## config.mk

```make
export PLATFORM = sky130hd
export DESIGN_NAME = battery_charger_monitor
export DESIGN_NICKNAME = d
export VERILOG_FILES = /design/src/hw/rtl/bcm_pkg.sv /design/src/hw/rtl/battery_charger_monitor.sv
export SDC_FILE = /design/constraint.sdc
export NUM_CORES = 1
export LEC_CHECK = 0
export BUFFER_PORTS_ARGS = -buffer_cell sky130_fd_sc_hd__buf_2
export CAP_MARGIN = 20
export CORE_MARGIN = 2
export CORE_UTILIZATION = 45
export CTS_BUF_LIST = sky130_fd_sc_hd__clkbuf_8
export DETAILED_ROUTE_END_ITERATION = 16
export SLEW_MARGIN = 20
export SYNTH_ARGS = -nofsm -noshare
export SYNTH_HDL_FRONTEND = slang
export SYNTH_SLANG_ARGS = --single-unit
```

## constraint.sdc

```tcl
create_clock -name clk_i -period 17.9 [get_ports clk_i]
set_input_delay 5.37 -clock clk_i [delete_from_list [all_inputs] [get_ports clk_i]]
set_output_delay 5.37 -clock clk_i [all_outputs]
set_load 0.005 [all_outputs]
```

## src/hw/rtl/bcm_pkg.sv

```systemverilog
`default_nettype none

package bcm_pkg;

  localparam int unsigned StepW = 3;
  typedef logic [StepW-1:0] step_t;

  localparam step_t StepIdle  = 3'd0;
  localparam step_t StepMulVc = 3'd1;
  localparam step_t StepMulV5 = 3'd2;
  localparam step_t StepMulEs = 3'd3;
  localparam step_t StepMulI6 = 3'd4;
  localparam step_t StepMulU1 = 3'd5;
  localparam step_t StepPct   = 3'd6;
  localparam step_t StepOut   = 3'd7;

  // arithmetic constants
  localparam logic [22:0] MvRecip   = 23'd5125004;  // floor(5000 * 2^20 / 1023)
  localparam logic [22:0] MvScale   = 23'd5000;
  localparam logic [22:0] MvDiv     = 23'd1023;
  localparam logic [22:0] MaScale   = 23'd600;
  localparam logic [22:0] PctRecip  = 23'd171;      // 1/3 in q9
  localparam logic [9:0]  IrawMid   = 10'd512;
  localparam logic [12:0] PctLowMv  = 13'd3000;
  localparam logic [12:0] PctHighMv = 13'd4200;
  localparam logic [6:0]  PctFull   = 7'd100;
  localparam logic [6:0]  PctNone   = 7'd0;
  localparam logic [7:0]  StatusBlank = 8'hFF;
  localparam int unsigned StatusDoneBit = 1;
  localparam int unsigned VbusBit       = 0;

  localparam logic [1:0] ChgNone     = 2'd0;
  localparam logic [1:0] ChgComplete = 2'd1;
  localparam logic [1:0] ChgActive   = 2'd2;

  typedef enum logic [2:0] {
    MulNone,
    MulVrawRecip,
    MulVrawScale,
    MulEstDiv,
    MulImagScale,
    MulPctRecip
  } mul_sel_e;

  typedef enum logic [2:0] {
    WbNone,
    WbEst,
    WbAcc,
    WbFix,
    WbMa,
    WbPct,
    WbOut
  } wb_sel_e;

  typedef enum logic [1:0] {
    CondAlways,
    CondInItem,
    CondOutFree
  } cond_e;

  typedef struct packed {
    mul_sel_e mul_sel;
    wb_sel_e  wb_sel;
    cond_e    cond;
    step_t    next;
  } ctrl_t;

  // microprogram: a step advances to next when its condition holds, else it waits
  function automatic ctrl_t bcm_ucode(input step_t step);
    ctrl_t cw;
    cw = '{mul_sel: MulNone, wb_sel: WbNone, cond: CondAlways, next: StepIdle};
    case (step)
      StepIdle:  cw = '{mul_sel: MulNone,      wb_sel: WbNone, cond: CondInItem,
                       next: StepMulVc};
      StepMulVc: cw = '{mul_sel: MulVrawRecip, wb_sel: WbNone, cond: CondAlways,
                       next: StepMulV5};
      StepMulV5: cw = '{mul_sel: MulVrawScale, wb_sel: WbEst,  cond: CondAlways,
                       next: StepMulEs};
      StepMulEs: cw = '{mul_sel: MulEstDiv,    wb_sel: WbAcc,  cond: CondAlways,
                       next: StepMulI6};
      StepMulI6: cw = '{mul_sel: MulImagScale, wb_sel: WbFix,  cond: CondAlways,
                       next: StepMulU1};
      StepMulU1: cw = '{mul_sel: MulPctRecip,  wb_sel: WbMa,   cond: CondAlways,
                       next: StepPct};
      StepPct:   cw = '{mul_sel: MulNone,      wb_sel: WbPct,  cond: CondAlways,
                       next: StepOut};
      StepOut:   cw = '{mul_sel: MulNone,      wb_sel: WbOut,  cond: CondOutFree,
                       next: StepIdle};
      default:   cw = '{mul_sel: MulNone,      wb_sel: WbNone, cond: CondAlways,
                       next: StepIdle};
    endcase
    return cw;
  endfunction

endpackage

`default_nettype wire

```

## src/hw/rtl/battery_charger_monitor.sv

```systemverilog
// Charger poll monitor.
// Input channel (in_valid_i / in_ready_o) takes one poll sample per item: force flag,
// current-state byte, raw ADC bytes, charger status and VBUS status.
// Output channel (out_valid_o / out_ready_i) returns battery voltage in mV, signed
// current in mA, charge percent, the changed and restart flags and the charge state.
// Config channel (cfg_valid_i / cfg_ready_o) writes monitor_enable; always ready.
// With monitor_enable low an item is taken and dropped: no result, state untouched.
// A small microprogram runs the sample through one shared 13x23 multiplier, one
// product per step: five products, then percent and the output load.
// The result is loaded into the output register at the output step; in_ready_o is high
// only in the idle step, so a new item is not taken until the program is back in idle.
// The result sits in an output register; the next item is taken while it waits.
// If the receiver stalls with a result still pending, the program holds at its
// output step and in_ready_o stays low until the register frees.
// Reset clears enable, the poll history and the output valid; the first enabled
// poll after reset always reports changed.
`default_nettype none

module battery_charger_monitor import bcm_pkg::*; (
  input  wire logic               clk_i,
  input  wire logic               rst_ni,
  input  wire logic               cfg_valid_i,
  output logic                    cfg_ready_o,
  input  wire logic               cfg_monitor_enable_i,
  input  wire logic               in_valid_i,
  output logic                    in_ready_o,
  input  wire logic               force_report_i,
  input  wire logic [7:0]         current_state_code_i,
  input  wire logic [7:0]         vbat_high_bits_i,
  input  wire logic [7:0]         low_bits_a_i,
  input  wire logic [7:0]         ibat_high_bits_i,
  input  wire logic [7:0]         low_bits_b_i,
  input  wire logic [7:0]         charger_status_i,
  input  wire logic [7:0]         vbus_flags_i,
  output logic                    out_valid_o,
  input  wire logic               out_ready_i,
  output logic [12:0]             battery_mv_o,
  output logic signed [10:0]      battery_ma_o,
  output logic [6:0]              battery_percent_o,
  output logic                    changed_o,
  output logic                    restart_charger_o,
  output logic [1:0]              charge_state_o
);

  logic        en_q;
  step_t       step_q, step_d;
  ctrl_t       cw;
  logic        cond_ok;
  logic        in_acc, take;
  logic        out_free;

  logic [7:0]  prev_status_q;
  logic [7:0]  prev_cur_q;
  logic        prev_vbus_q;
  logic        first_done_q;
  logic        restart_issued_q;

  logic [9:0]  vraw_q;
  logic [9:0]  imag_q;
  logic        ineg_q;
  logic        chg_q;
  logic        restart_q;
  logic [1:0]  cstate_q;

  logic [32:0] prod_q;
  logic [22:0] acc_q;
  logic [12:0] mv_q;
  logic [10:0] ma_q;
  logic [6:0]  pct_q;

  logic [12:0] mul_a;
  logic [22:0] mul_b;
  logic [32:0] mul_p;
  logic [22:0] fix_diff;
  logic [12:0] pct_off;
  logic [9:0]  ma_mag;

  logic [9:0]  iraw;
  logic        vbus_now;
  logic        chg_now;
  logic [1:0]  cstate_now;

  logic        out_valid_q;
  logic [12:0] out_mv_q;
  logic [10:0] out_ma_q;
  logic [6:0]  out_pct_q;
  logic        out_chg_q;
  logic        out_restart_q;
  logic [1:0]  out_cstate_q;

  assign cfg_ready_o = 1'b1;
  assign in_ready_o  = (step_q == StepIdle);
  assign in_acc      = in_valid_i & in_ready_o;
  assign take        = in_acc & en_q;
  assign out_free    = ~out_valid_q | out_ready_i;

  assign cw = bcm_ucode(step_q);

  always_comb begin
    case (cw.cond)
      CondAlways:  cond_ok = 1'b1;
      CondInItem:  cond_ok = take;
      CondOutFree: cond_ok = out_free;
      default:     cond_ok = 1'b1;
    endcase
    step_d = cond_ok ? cw.next : step_q;
  end

  // sample decode
  assign iraw     = {ibat_high_bits_i, low_bits_b_i[5:4]};
  assign vbus_now = vbus_flags_i[VbusBit];
  assign chg_now  = force_report_i | ~first_done_q
                  | (charger_status_i != prev_status_q)
                  | (current_state_code_i != prev_cur_q)
                  | (vbus_now != prev_vbus_q);

  always_comb begin
    if (!vbus_now) begin
      cstate_now = ChgNone;
    end else if ((charger_status_i != StatusBlank) && charger_status_i[StatusDoneBit]) begin
      cstate_now = ChgComplete;
    end else begin
      cstate_now = ChgActive;
    end
  end

  // shared multiplier
  assign pct_off = mv_q - PctLowMv;

  always_comb begin
    case (cw.mul_sel)
      MulVrawRecip: begin
        mul_a = {3'b000, vraw_q};
        mul_b = MvRecip;
      end
      MulVrawScale: begin
        mul_a = {3'b000, vraw_q};
        mul_b = MvScale;
      end
      MulEstDiv: begin
        mul_a = mv_q;
        mul_b = MvDiv;
      end
      MulImagScale: begin
        mul_a = {3'b000, imag_q};
        mul_b = MaScale;
      end
      MulPctRecip: begin
        mul_a = {2'b00, pct_off[12:2]};
        mul_b = PctRecip;
      end
      default: begin
        mul_a = '0;
        mul_b = '0;
      end
    endcase
  end

  assign mul_p    = {20'b0, mul_a} * {10'b0, mul_b};
  assign fix_diff = acc_q - prod_q[22:0];
  assign ma_mag   = prod_q[18:9];

  always_ff @(posedge clk_i or negedge rst_ni) begin
    if (!rst_ni) begin
      en_q             <= 1'b0;
      step_q           <= StepIdle;
      prev_status_q    <= StatusBlank;
      prev_cur_q       <= StatusBlank;
      prev_vbus_q      <= 1'b0;
      first_done_q     <= 1'b0;
      restart_issued_q <= 1'b0;
      out_valid_q      <= 1'b0;
    end else begin
      step_q <= step_d;
      if (cfg_valid_i) begin
        en_q <= cfg_monitor_enable_i;
      end
      if (take) begin
        prev_status_q    <= charger_status_i;
        prev_cur_q       <= current_state_code_i;
        prev_vbus_q      <= vbus_now;
        first_done_q     <= 1'b1;
        restart_issued_q <= vbus_now;
      end
      if (cw.wb_sel == WbOut && out_free) begin
        out_valid_q <= 1'b1;
      end else if (out_ready_i) begin
        out_valid_q <= 1'b0;
      end
    end
  end

  // datapath registers
  always_ff @(posedge clk_i) begin
    if (take) begin
      vraw_q    <= {vbat_high_bits_i, low_bits_a_i[7:6]};
      ineg_q    <= ~iraw[9];
      imag_q    <= iraw[9] ? {1'b0, iraw[8:0]} : (IrawMid - iraw);
      chg_q     <= chg_now;
      restart_q <= vbus_now & ~restart_issued_q;
      cstate_q  <= cstate_now;
    end
    if (cw.mul_sel != MulNone) begin
      prod_q <= mul_p;
    end
    case (cw.wb_sel)
      WbEst: mv_q  <= prod_q[32:20];
      WbAcc: acc_q <= prod_q[22:0];
      WbFix: begin
        if (fix_diff >= MvDiv) begin
          mv_q <= mv_q + 13'd1;
        end
      end
      WbMa:  ma_q  <= ineg_q ? (11'd0 - {1'b0, ma_mag}) : {1'b0, ma_mag};
      WbPct: begin
        if (mv_q >= PctHighMv) begin
          pct_q <= PctFull;
        end else if (mv_q <= PctLowMv) begin
          pct_q <= PctNone;
        end else begin
          pct_q <= prod_q[15:9];
        end
      end
      WbOut: begin
        if (out_free) begin
          out_mv_q      <= mv_q;
          out_ma_q      <= ma_q;
          out_pct_q     <= pct_q;
          out_chg_q     <= chg_q;
          out_restart_q <= restart_q;
          out_cstate_q  <= cstate_q;
        end
      end
      default: begin
      end
    endcase
  end

  assign out_valid_o       = out_valid_q;
  assign battery_mv_o      = out_mv_q;
  assign battery_ma_o      = $signed(out_ma_q);
  assign battery_percent_o = out_pct_q;
  assign changed_o         = out_chg_q;
  assign restart_charger_o = out_restart_q;
  assign charge_state_o    = out_cstate_q;

endmodule

`default_nettype wire

```

==> run metrics, run 1 <==
outcome complete, no violations; FF-to-FF path depth 26; # resized after CTS 0; IO Port Bufs 80; Post-Route WL 34,800 um; Root Buffer clkbuf_8; synthesized area 0.0153 mm2; Req. time, crit path 18.11 ns; RSZ-0062 raised after global routing no; Syn-to-layout area delta 8.57%; commonest non-fill, non-tap cell in the layout inv_1; pre-CTS WS 8.90 ns; DRT Pass-1 Iters 5; CP max FO 12; Distinct cells, synth 73; max cap viols 0; CTS sink cnt 170; Reg2Reg Setup Slack 8.81 ns; Setup TNS Final 0 ns; DIE WIDTH 189 um; CP startpoint kind register; Post-CTS Hold Buffers 0; share of cells above drive strength 1 9.49%; DR vias/cell 5.26; DP HPWL 28,600 um; Clock Skew 0.0235 ns; Syn Inst Count 1,546; commonest cells after routing, fill and taps aside inv_1, nand2_1, ha_1; yosys warns 0; Syn Area/Cell 9.91 um2; die height 189 um; endpoints failing hold 0; Least-Margin Pin Slew 1.04 ns; setup ws final 8.81 ns; Initial Utilization 45.7%; first-pass GRT wire length 57,700 um; Worst Path Arrival 9.30 ns; Hold Crit Class register to register; Post-synth EDFFs 147; fraction of registers with async set/reset 13.5%; post-synthesis sequential area ratio 32.7%; WL/cell 16.7 um; final worst path period share 50.8%; Yosys reg bits 170; total gr overflow 0; largest net degree at the start of global routing 45; Setup violations, final 0; Rel. slew slack 28.8%; initial antenna violation count 0; CTS tree done; Iter 0 DRT Violations 988; Max Transition Viols Final 0; core area 0.0335 mm2; GRT Overall Usage 20.7%; TritonCTS Buffers 17; crit path time final 9.09 ns; DR DRC count 0; post-CTS setup buffer count 0; Clk Latency, worst-skew pair 0.48 ns; Antenna Cells 0; Critical R2R Capture prod_q[22]$_DFFE_PP_; IO Count 101; Worst Hold Launch pct_q[3]$_SDFFCE_PP0N_; crit end category register; Worst Hold End battery_percent_o[3]$_DFFE_PP_; Critical R2R Launch step_q[2]$_DFFE_PN0P_; FMAX 0.110 GHz; H-Tree Depth 4; Vias 11,000; die area 0.0356 mm2; number of nets in the layout 1,993; clk buf depth 2; Clock transition at path regs 0.10 ns; via count of the first global-routing pass 11,200; gpl congestion 0.947; Core Rows 67; Post-synth top flop edfxtp_1; Hold Path Cell Cnt 0; kind of critical path register to register; ANT nets after route 0
flip-flops by register name (all words and copies together) (netlist names), 2 cells and up:
name / count
acc_q: 23
battery_ma_o: 11
battery_mv_o: 13
battery_percent_o: 7
charge_state_o: 2
cstate_q: 2
imag_q: 10
ma_q: 11
mv_q: 13
pct_q: 7
prev_cur_q: 8
prev_status_q: 8
prod_q: 33
step_q: 3
vraw_q: 10
worst max-delay path by stage:
stage                                     start                        end  slack, ns  cells after the start
after floorplan                     out_ready_i  battery_ma_o[0]$_DFFE_PP_      10.55                      2
after global placement    step_q[2]$_DFFE_PN0P_       prod_q[22]$_DFFE_PP_       9.08                     26
after detailed placement  step_q[2]$_DFFE_PN0P_       prod_q[22]$_DFFE_PP_       8.90                     26
after CTS                 step_q[2]$_DFFE_PN0P_       prod_q[22]$_DFFE_PP_       8.86                     26
after global routing      step_q[2]$_DFFE_PN0P_       prod_q[22]$_DFFE_PP_       8.21                     26
final                     step_q[2]$_DFFE_PN0P_       prod_q[22]$_DFFE_PP_       8.81                     26
stage by stage:
stage	hold slack (ns)	utilization, %	instances	cell area, um2
6_report	0.425	49.6	2091	16600
5_1_grt	0.431	49.6	2091	16600
4_1_cts	0.427	49.6	2091	16600
3_5_place_dp	0.405	48.5	2059	16200
3_3_place_gp	0.401	48.5	2059	16200
2_1_floorplan	0.400	-	1561	15400
Yosys cell counts (all sizes together), types with 19 or more instances:
master,number,share of area (%)
nand3,33,1.1
xnor2,62,3.5
clkbuf,26,0.64
o21ai,48,1.6
xor2,24,1.4
edfxtp,147,29
inv,310,7.6
ha,157,13
a21oi,44,1.4
nand2,174,4.3
nor2,111,2.7
nor3,19,0.62
fa,143,19
cell type report:
| class | count | area (um2) |
|---|---|---|
| Clock inverter | 15 | 158 |
| Inverter | 310 | 1160 |
| Fill cell | 3144 | 16900 |
| Clock buffer | 17 | 234 |
| Timing Repair Buffer | 85 | 438 |
| Tap cell | 448 | 561 |
| Sequential cell | 170 | 5010 |
| Multi-Input combinational cell | 1046 | 9080 |
kinds of logic after synthesis:
kind of cell / count (synthesis) / share of synthesized area [%]
AO/OA/AOI/OAI: 208 / 9.19
XOR/XNOR: 86 / 4.91
adder cells (fa/ha/maj): 300 / 31.5
buffers and inverters: 345 / 8.53
flip-flops: 170 / 32.7
multiplexers: 10 / 0.694
other: 2 / 0.0490
AND/OR/NAND/NOR: 425 / 12.4
critical path: stages, from the launching register on:
cell and delay, ns:
dfrtp_1 0.60, inv_1 0.20, ha_1 0.40, xnor2_1 0.26, nor2b_1 0.69, nand2_1 0.17
a41oi_1 0.63, nand2_1 0.28, inv_1 0.21, nand2_1 0.10, fa_1 0.52, fa_1 0.52
inv_1 0.05, fa_1 0.48, fa_1 0.56, inv_1 0.06, fa_1 0.53, inv_1 0.04
ha_1 0.35, a21o_1 0.20, a21o_1 0.18, a221oi_1 0.30, o21ai_1 0.29, a21o_1 0.27
a2111oi_0 0.56, or2_1 0.22, o211ai_1 0.16
layer usage:
metal	vias to the layer above	global-route usage, %	wire [um]
li1	5260	-	-
met1	5374	28.1	15600
met2	319	34.1	16600
met3	51	3.39	1950
met4	0	6.28	750
met5	-	0	0
Power of run 1 is left out: the tool's default activity adds up to more than one toggle a clock period on the data nets, which glitch-free logic cannot reach.
==> inputs of run 2 (changes only) <==
- clock period: 17.9 -> 7.9 ns (I/O delays scaled with it)
==> run metrics, run 2 (same netlist as run 1, synthesis figures left out) <==
outcome complete, no violations (unchanged); Root Buffer clkbuf_8 (unchanged); IO Count 101 (unchanged); Top Registers prod_q: 33 flops, acc_q: 23 flops (unchanged); Clock transition at path regs 0.11 ns (was 0.10 ns); IO Port Bufs 80 (unchanged); Vias 11,100 (was 11,000); setup ws final 0.302 ns (was 8.81 ns); Post-Route WL 35,600 um (was 34,800 um); share of cells above drive strength 1 12.9% (was 9.49%); Setup violations, final 0 (unchanged); Slowest-stage cell, CP a222oi_1 (was nor2b_1); commonest cells after routing, fill and taps aside inv_1, nand2_1, ha_1 (unchanged); initial antenna violation count 0 (unchanged); DR DRC count 0 (unchanged); number of nets in the layout 2,055 (was 1,993); die height 189 um (unchanged); Syn-to-layout area delta 11.6% (was 8.57%); crit path time final 7.60 ns (was 9.09 ns); Min Hold Slack 0.417 ns (was 0.425 ns); largest net degree at the start of global routing 45 (unchanged); max cap viols 0 (unchanged); Initial Utilization 45.7% (unchanged); Post-CTS Hold Buffers 0 (unchanged); die area 0.0356 mm2 (unchanged); GRT Overall Usage 20.9% (was 20.7%); pre-CTS WS 0.268 ns (was 8.90 ns); DIE WIDTH 189 um (unchanged); DP HPWL 29,700 um (was 28,600 um); WP buf/inv 6 (was 5); CTS sink cnt 170 (unchanged); endpoints failing hold 0 (unchanged); # resized after CTS 0 (unchanged); commonest non-fill, non-tap cell in the layout inv_1 (unchanged); Layout Utilization 51.0% (was 49.6%); Antenna Cells 0 (unchanged); via count of the first global-routing pass 11,100 (was 11,200); Largest Register prod_q (unchanged); Worst Path Arrival 7.80 ns (was 9.30 ns); kind of critical path register to register (unchanged); Top delay family on crit path adder cells (unchanged); Core Rows 67 (unchanged); post-CTS setup buffer count 0 (unchanged); Max Transition Viols Final 0 (unchanged); gpl congestion 0.948 (was 0.947); CP max FO 11 (was 12); Req. time, crit path 8.11 ns (was 18.11 ns); core area 0.0335 mm2 (unchanged); FMAX 0.132 GHz (was 0.110 GHz); Least-Margin Pin Slew 0.960 ns (was 1.04 ns); Iter 0 DRT Violations 834 (was 988); max FFs per register 33 (unchanged); crit end category register (unchanged); CTS tree done (unchanged); ANT nets after route 0 (unchanged); WL/cell 16.5 um (was 16.7 um); H-Tree Depth 4 (unchanged); DR vias/cell 5.17 (was 5.26); Clock Skew 0.0261 ns (was 0.0235 ns); CP startpoint kind register (unchanged); Clk Latency, worst-skew pair 0.48 ns (about the same); CP max stage delay 0.59 ns (was 0.69 ns); DRT Pass-1 Iters 7 (was 5); TritonCTS Buffers 17 (unchanged); total gr overflow 0 (unchanged); clk buf depth 2 (unchanged); FILL cells 3,166 (was 3,144); final worst path period share 96.2% (was 50.8%); Setup TNS Final 0 ns (unchanged); first-pass GRT wire length 58,200 um (was 57,700 um); Rel. slew slack 35.8% (was 28.8%); Hold Crit Class register to register (unchanged)
[run 2: layout make-up]
class	count	area (um2)	area share, %
inverter	310	1160	6.80
timing repair buffer	147	916	5.35
clock buffer	17	234	1.37
clock inverter	15	120	0.702
sequential	170	5010	29.3
multi-input combinational	1046	9100	53.2
tap	448	561	3.28
[run 2: per-layer routing]
metal  vias to the layer above  share of wire [%]  global-route usage [%]  routed length, um
met1                      5406                 45                    28.3              16100
met5                         -                  0                       0                  0
met3                        57                4.5                    2.64               1620
met2                       301                 48                    35.2              17000
li1                       5373                  -                       -                  -
met4                         0                2.5                    6.58                887
[run 2: final timing paths]
check,end,startpoint,slack (ns),cells past startpoint
min reg2reg,battery_ma_o[5]$_DFFE_PP_,ma_q[5]$_DFFE_PN_,0.42,0
max in group asynchronous,step_q[2]$_DFFE_PN0P_,rst_ni,5.62,1
min,battery_ma_o[5]$_DFFE_PP_,ma_q[5]$_DFFE_PN_,0.42,0
max reg2reg,prod_q[29]$_DFFE_PP_,step_q[1]$_DFFE_PN0P_,0.30,26
min in group asynchronous,step_q[1]$_DFFE_PN0P_,rst_ni,1.87,1
max,prod_q[29]$_DFFE_PP_,step_q[1]$_DFFE_PN0P_,0.30,26
[run 2: metrics by stage]
stage	instances	area, um2
4_1_cts	2153	17100
6_report	2153	17100
3_5_place_dp	2121	16700
5_1_grt	2153	17100
3_3_place_gp	2121	16700
2_1_floorplan	1561	15400
Power of run 2 is left out for the same reason.
==> inputs of run 3 (changes only) <==
==> constraint.sdc (replaced) <==
create_clock -name clk_i -period 7.9 [get_ports clk_i]
set_input_delay 1.58 -clock clk_i [delete_from_list [all_inputs] [get_ports clk_i]]
set_output_delay 1.58 -clock clk_i [all_outputs]
set_load 0.005 [all_outputs]
==> run metrics, run 3 (same netlist as run 1, synthesis figures left out) <==
RSZ-0062 raised after global routing no; ANT nets after route 0 (unchanged); Worst Path Arrival 7.73 ns (was 7.80 ns); WL/cell 16.3 um (was 16.5 um); DR vias/cell 5.14 (was 5.17); CTS tree done (unchanged); grt met1 use 27.0% (was 28.3%); multi-input logic area 0.00909 mm2 (was 0.00910 mm2); commonest cells after routing, fill and taps aside inv_1, nand2_1, ha_1 (unchanged); Syn-to-layout area delta 11.7% (was 11.6%); commonest non-fill, non-tap cell in the layout inv_1 (unchanged); Sequential Area 0.00501 mm2 (about the same); largest net degree at the start of global routing 45 (unchanged); max FFs per register 33 (unchanged); Hold Crit Class register to register (unchanged); die height 189 um (unchanged); Slowest-stage cell, CP fa_1 (was a222oi_1); post-CTS setup buffer count 0 (unchanged); Clk Latency, worst-skew pair 0.47 ns (was 0.48 ns); IO Count 101 (unchanged); endpoints failing hold 0 (unchanged); Least-Margin Pin Slew 0.944 ns (was 0.960 ns); IO Port Bufs 80 (unchanged); DIE WIDTH 189 um (unchanged); kind of critical path register to register (unchanged); Clock transition at path regs 0.09 ns (was 0.11 ns); via count of the first global-routing pass 11,300 (was 11,100); Clock Skew 0.0184 ns (was 0.0261 ns); crit path time final 7.52 ns (was 7.60 ns); final worst path period share 95.2% (was 96.2%); share of cells above drive strength 1 12.9% (about the same); total gr overflow 0 (unchanged); Post-Route WL 35,100 um (was 35,600 um); FILL cells 3,133 (was 3,166); crit end category register (unchanged); TritonCTS Buffers 17 (unchanged); CP startpoint kind register (unchanged); Max Transition Viols Final 0 (unchanged); Core Rows 67 (unchanged); Top Registers prod_q: 33 flops, acc_q: 23 flops (unchanged); core area 0.0335 mm2 (unchanged); M2 GR Usage 34.8% (was 35.2%); number of nets in the layout 2,057 (was 2,055); GR Util met3 3.54% (was 2.64%); outcome complete, no violations (unchanged); Vias 11,100 (about the same); Antenna Cells 0 (unchanged); GRT Overall Usage 20.6% (was 20.9%); gpl congestion 0.955 (was 0.948); GRT Max-Usage Layer met2 (unchanged); max cap viols 0 (unchanged); CP max FO 11 (unchanged); DRT Pass-1 Iters 5 (was 7); Setup TNS Final 0 ns (unchanged); CP max stage delay 0.52 ns (was 0.59 ns); Root Buffer clkbuf_8 (unchanged); initial antenna violation count 1 (was 0); Iter 0 DRT Violations 740 (was 834); die area 0.0356 mm2 (unchanged); CP most frequent cell fa_1; first-pass GRT wire length 57,500 um (was 58,200 um); DR DRC count 0 (unchanged); Initial Utilization 45.7% (unchanged); Largest Register prod_q (unchanged); clk buf depth 2 (unchanged); Setup violations, final 0 (unchanged); H-Tree Depth 4 (unchanged); CTS sink cnt 170 (unchanged); Rel. slew slack 36.9% (was 35.8%); FMAX 0.133 GHz (was 0.132 GHz); DP HPWL 29,500 um (was 29,700 um); Req. time, crit path 8.11 ns (about the same)
-- run 3: routing by layer --
| metal | wire, um | share of wire (%) | up-vias |
|---|---|---|---|
| li1 | - | - | 5370 |
| met1 | 15600 | 45 | 5382 |
| met2 | 16700 | 48 | 274 |
| met3 | 1820 | 5.2 | 51 |
| met4 | 893 | 2.5 | 2 |
| met5 | 13 | 0.037 | - |
-- run 3: repair_timing --
item / 4_1_cts / 5_1_grt
setup endpoints to repair: 0 / 7
hold endpoints to repair: 0 / 0
hold buffers: 0 / 0
resized for setup: 0 / 4
-- run 3: path summary, 6_finish.rpt --
check	start	end	slack (ns)	depth (start not counted)
worst min register to register	ma_q[3]$_DFFE_PN_	battery_ma_o[3]$_DFFE_PP_	0.42	0
min in group asynchronous	rst_ni	restart_issued_q$_DFFE_PN0P_	1.09	1
worst max-delay path	step_q[1]$_DFFE_PN0P_	prod_q[29]$_DFFE_PP_	0.38	28
worst min-delay path	ma_q[3]$_DFFE_PN_	battery_ma_o[3]$_DFFE_PP_	0.42	0
worst max register to register	step_q[1]$_DFFE_PN0P_	prod_q[29]$_DFFE_PP_	0.38	28
max in group asynchronous	rst_ni	prev_cur_q[0]$_DFFE_PN1P_	6.44	1
-- run 3: cell type report --
class / count / share of cell area [%]
multi-input combinational: 1046 / 53.1
clock inverter: 15 / 0.833
timing repair buffer: 149 / 5.36
clock buffer: 17 / 1.37
sequential: 170 / 29.3
inverter: 310 / 6.80
tap: 448 / 3.27
-- run 3: metrics by stage --
stage                     std cells  util, %  hold WS [ns]  area [um2]  worst slack, ns
final                          2155     51.1         0.422       17100            0.379
after detailed placement       2123     49.9         0.405       16700            0.302
after global placement         2123     49.9         0.401       16700            0.338
after floorplan                1561        -         0.400       15400            0.581
after global routing           2155     51.1         0.430       17100           0.0105
after CTS                      2155     51.0         0.425       17100            0.268
-- run 3: worst max-delay path, delay by kind of cell, from the launching register on --
kind            cells  cell delay [ns]
fa+ha+maj           7             2.96
buf+inv             8             0.88
xor+xnor            1             0.17
simple gates        5             0.87
flops               1             0.35
compound gates      7             2.02
Power of run 3 is left out for the same reason.
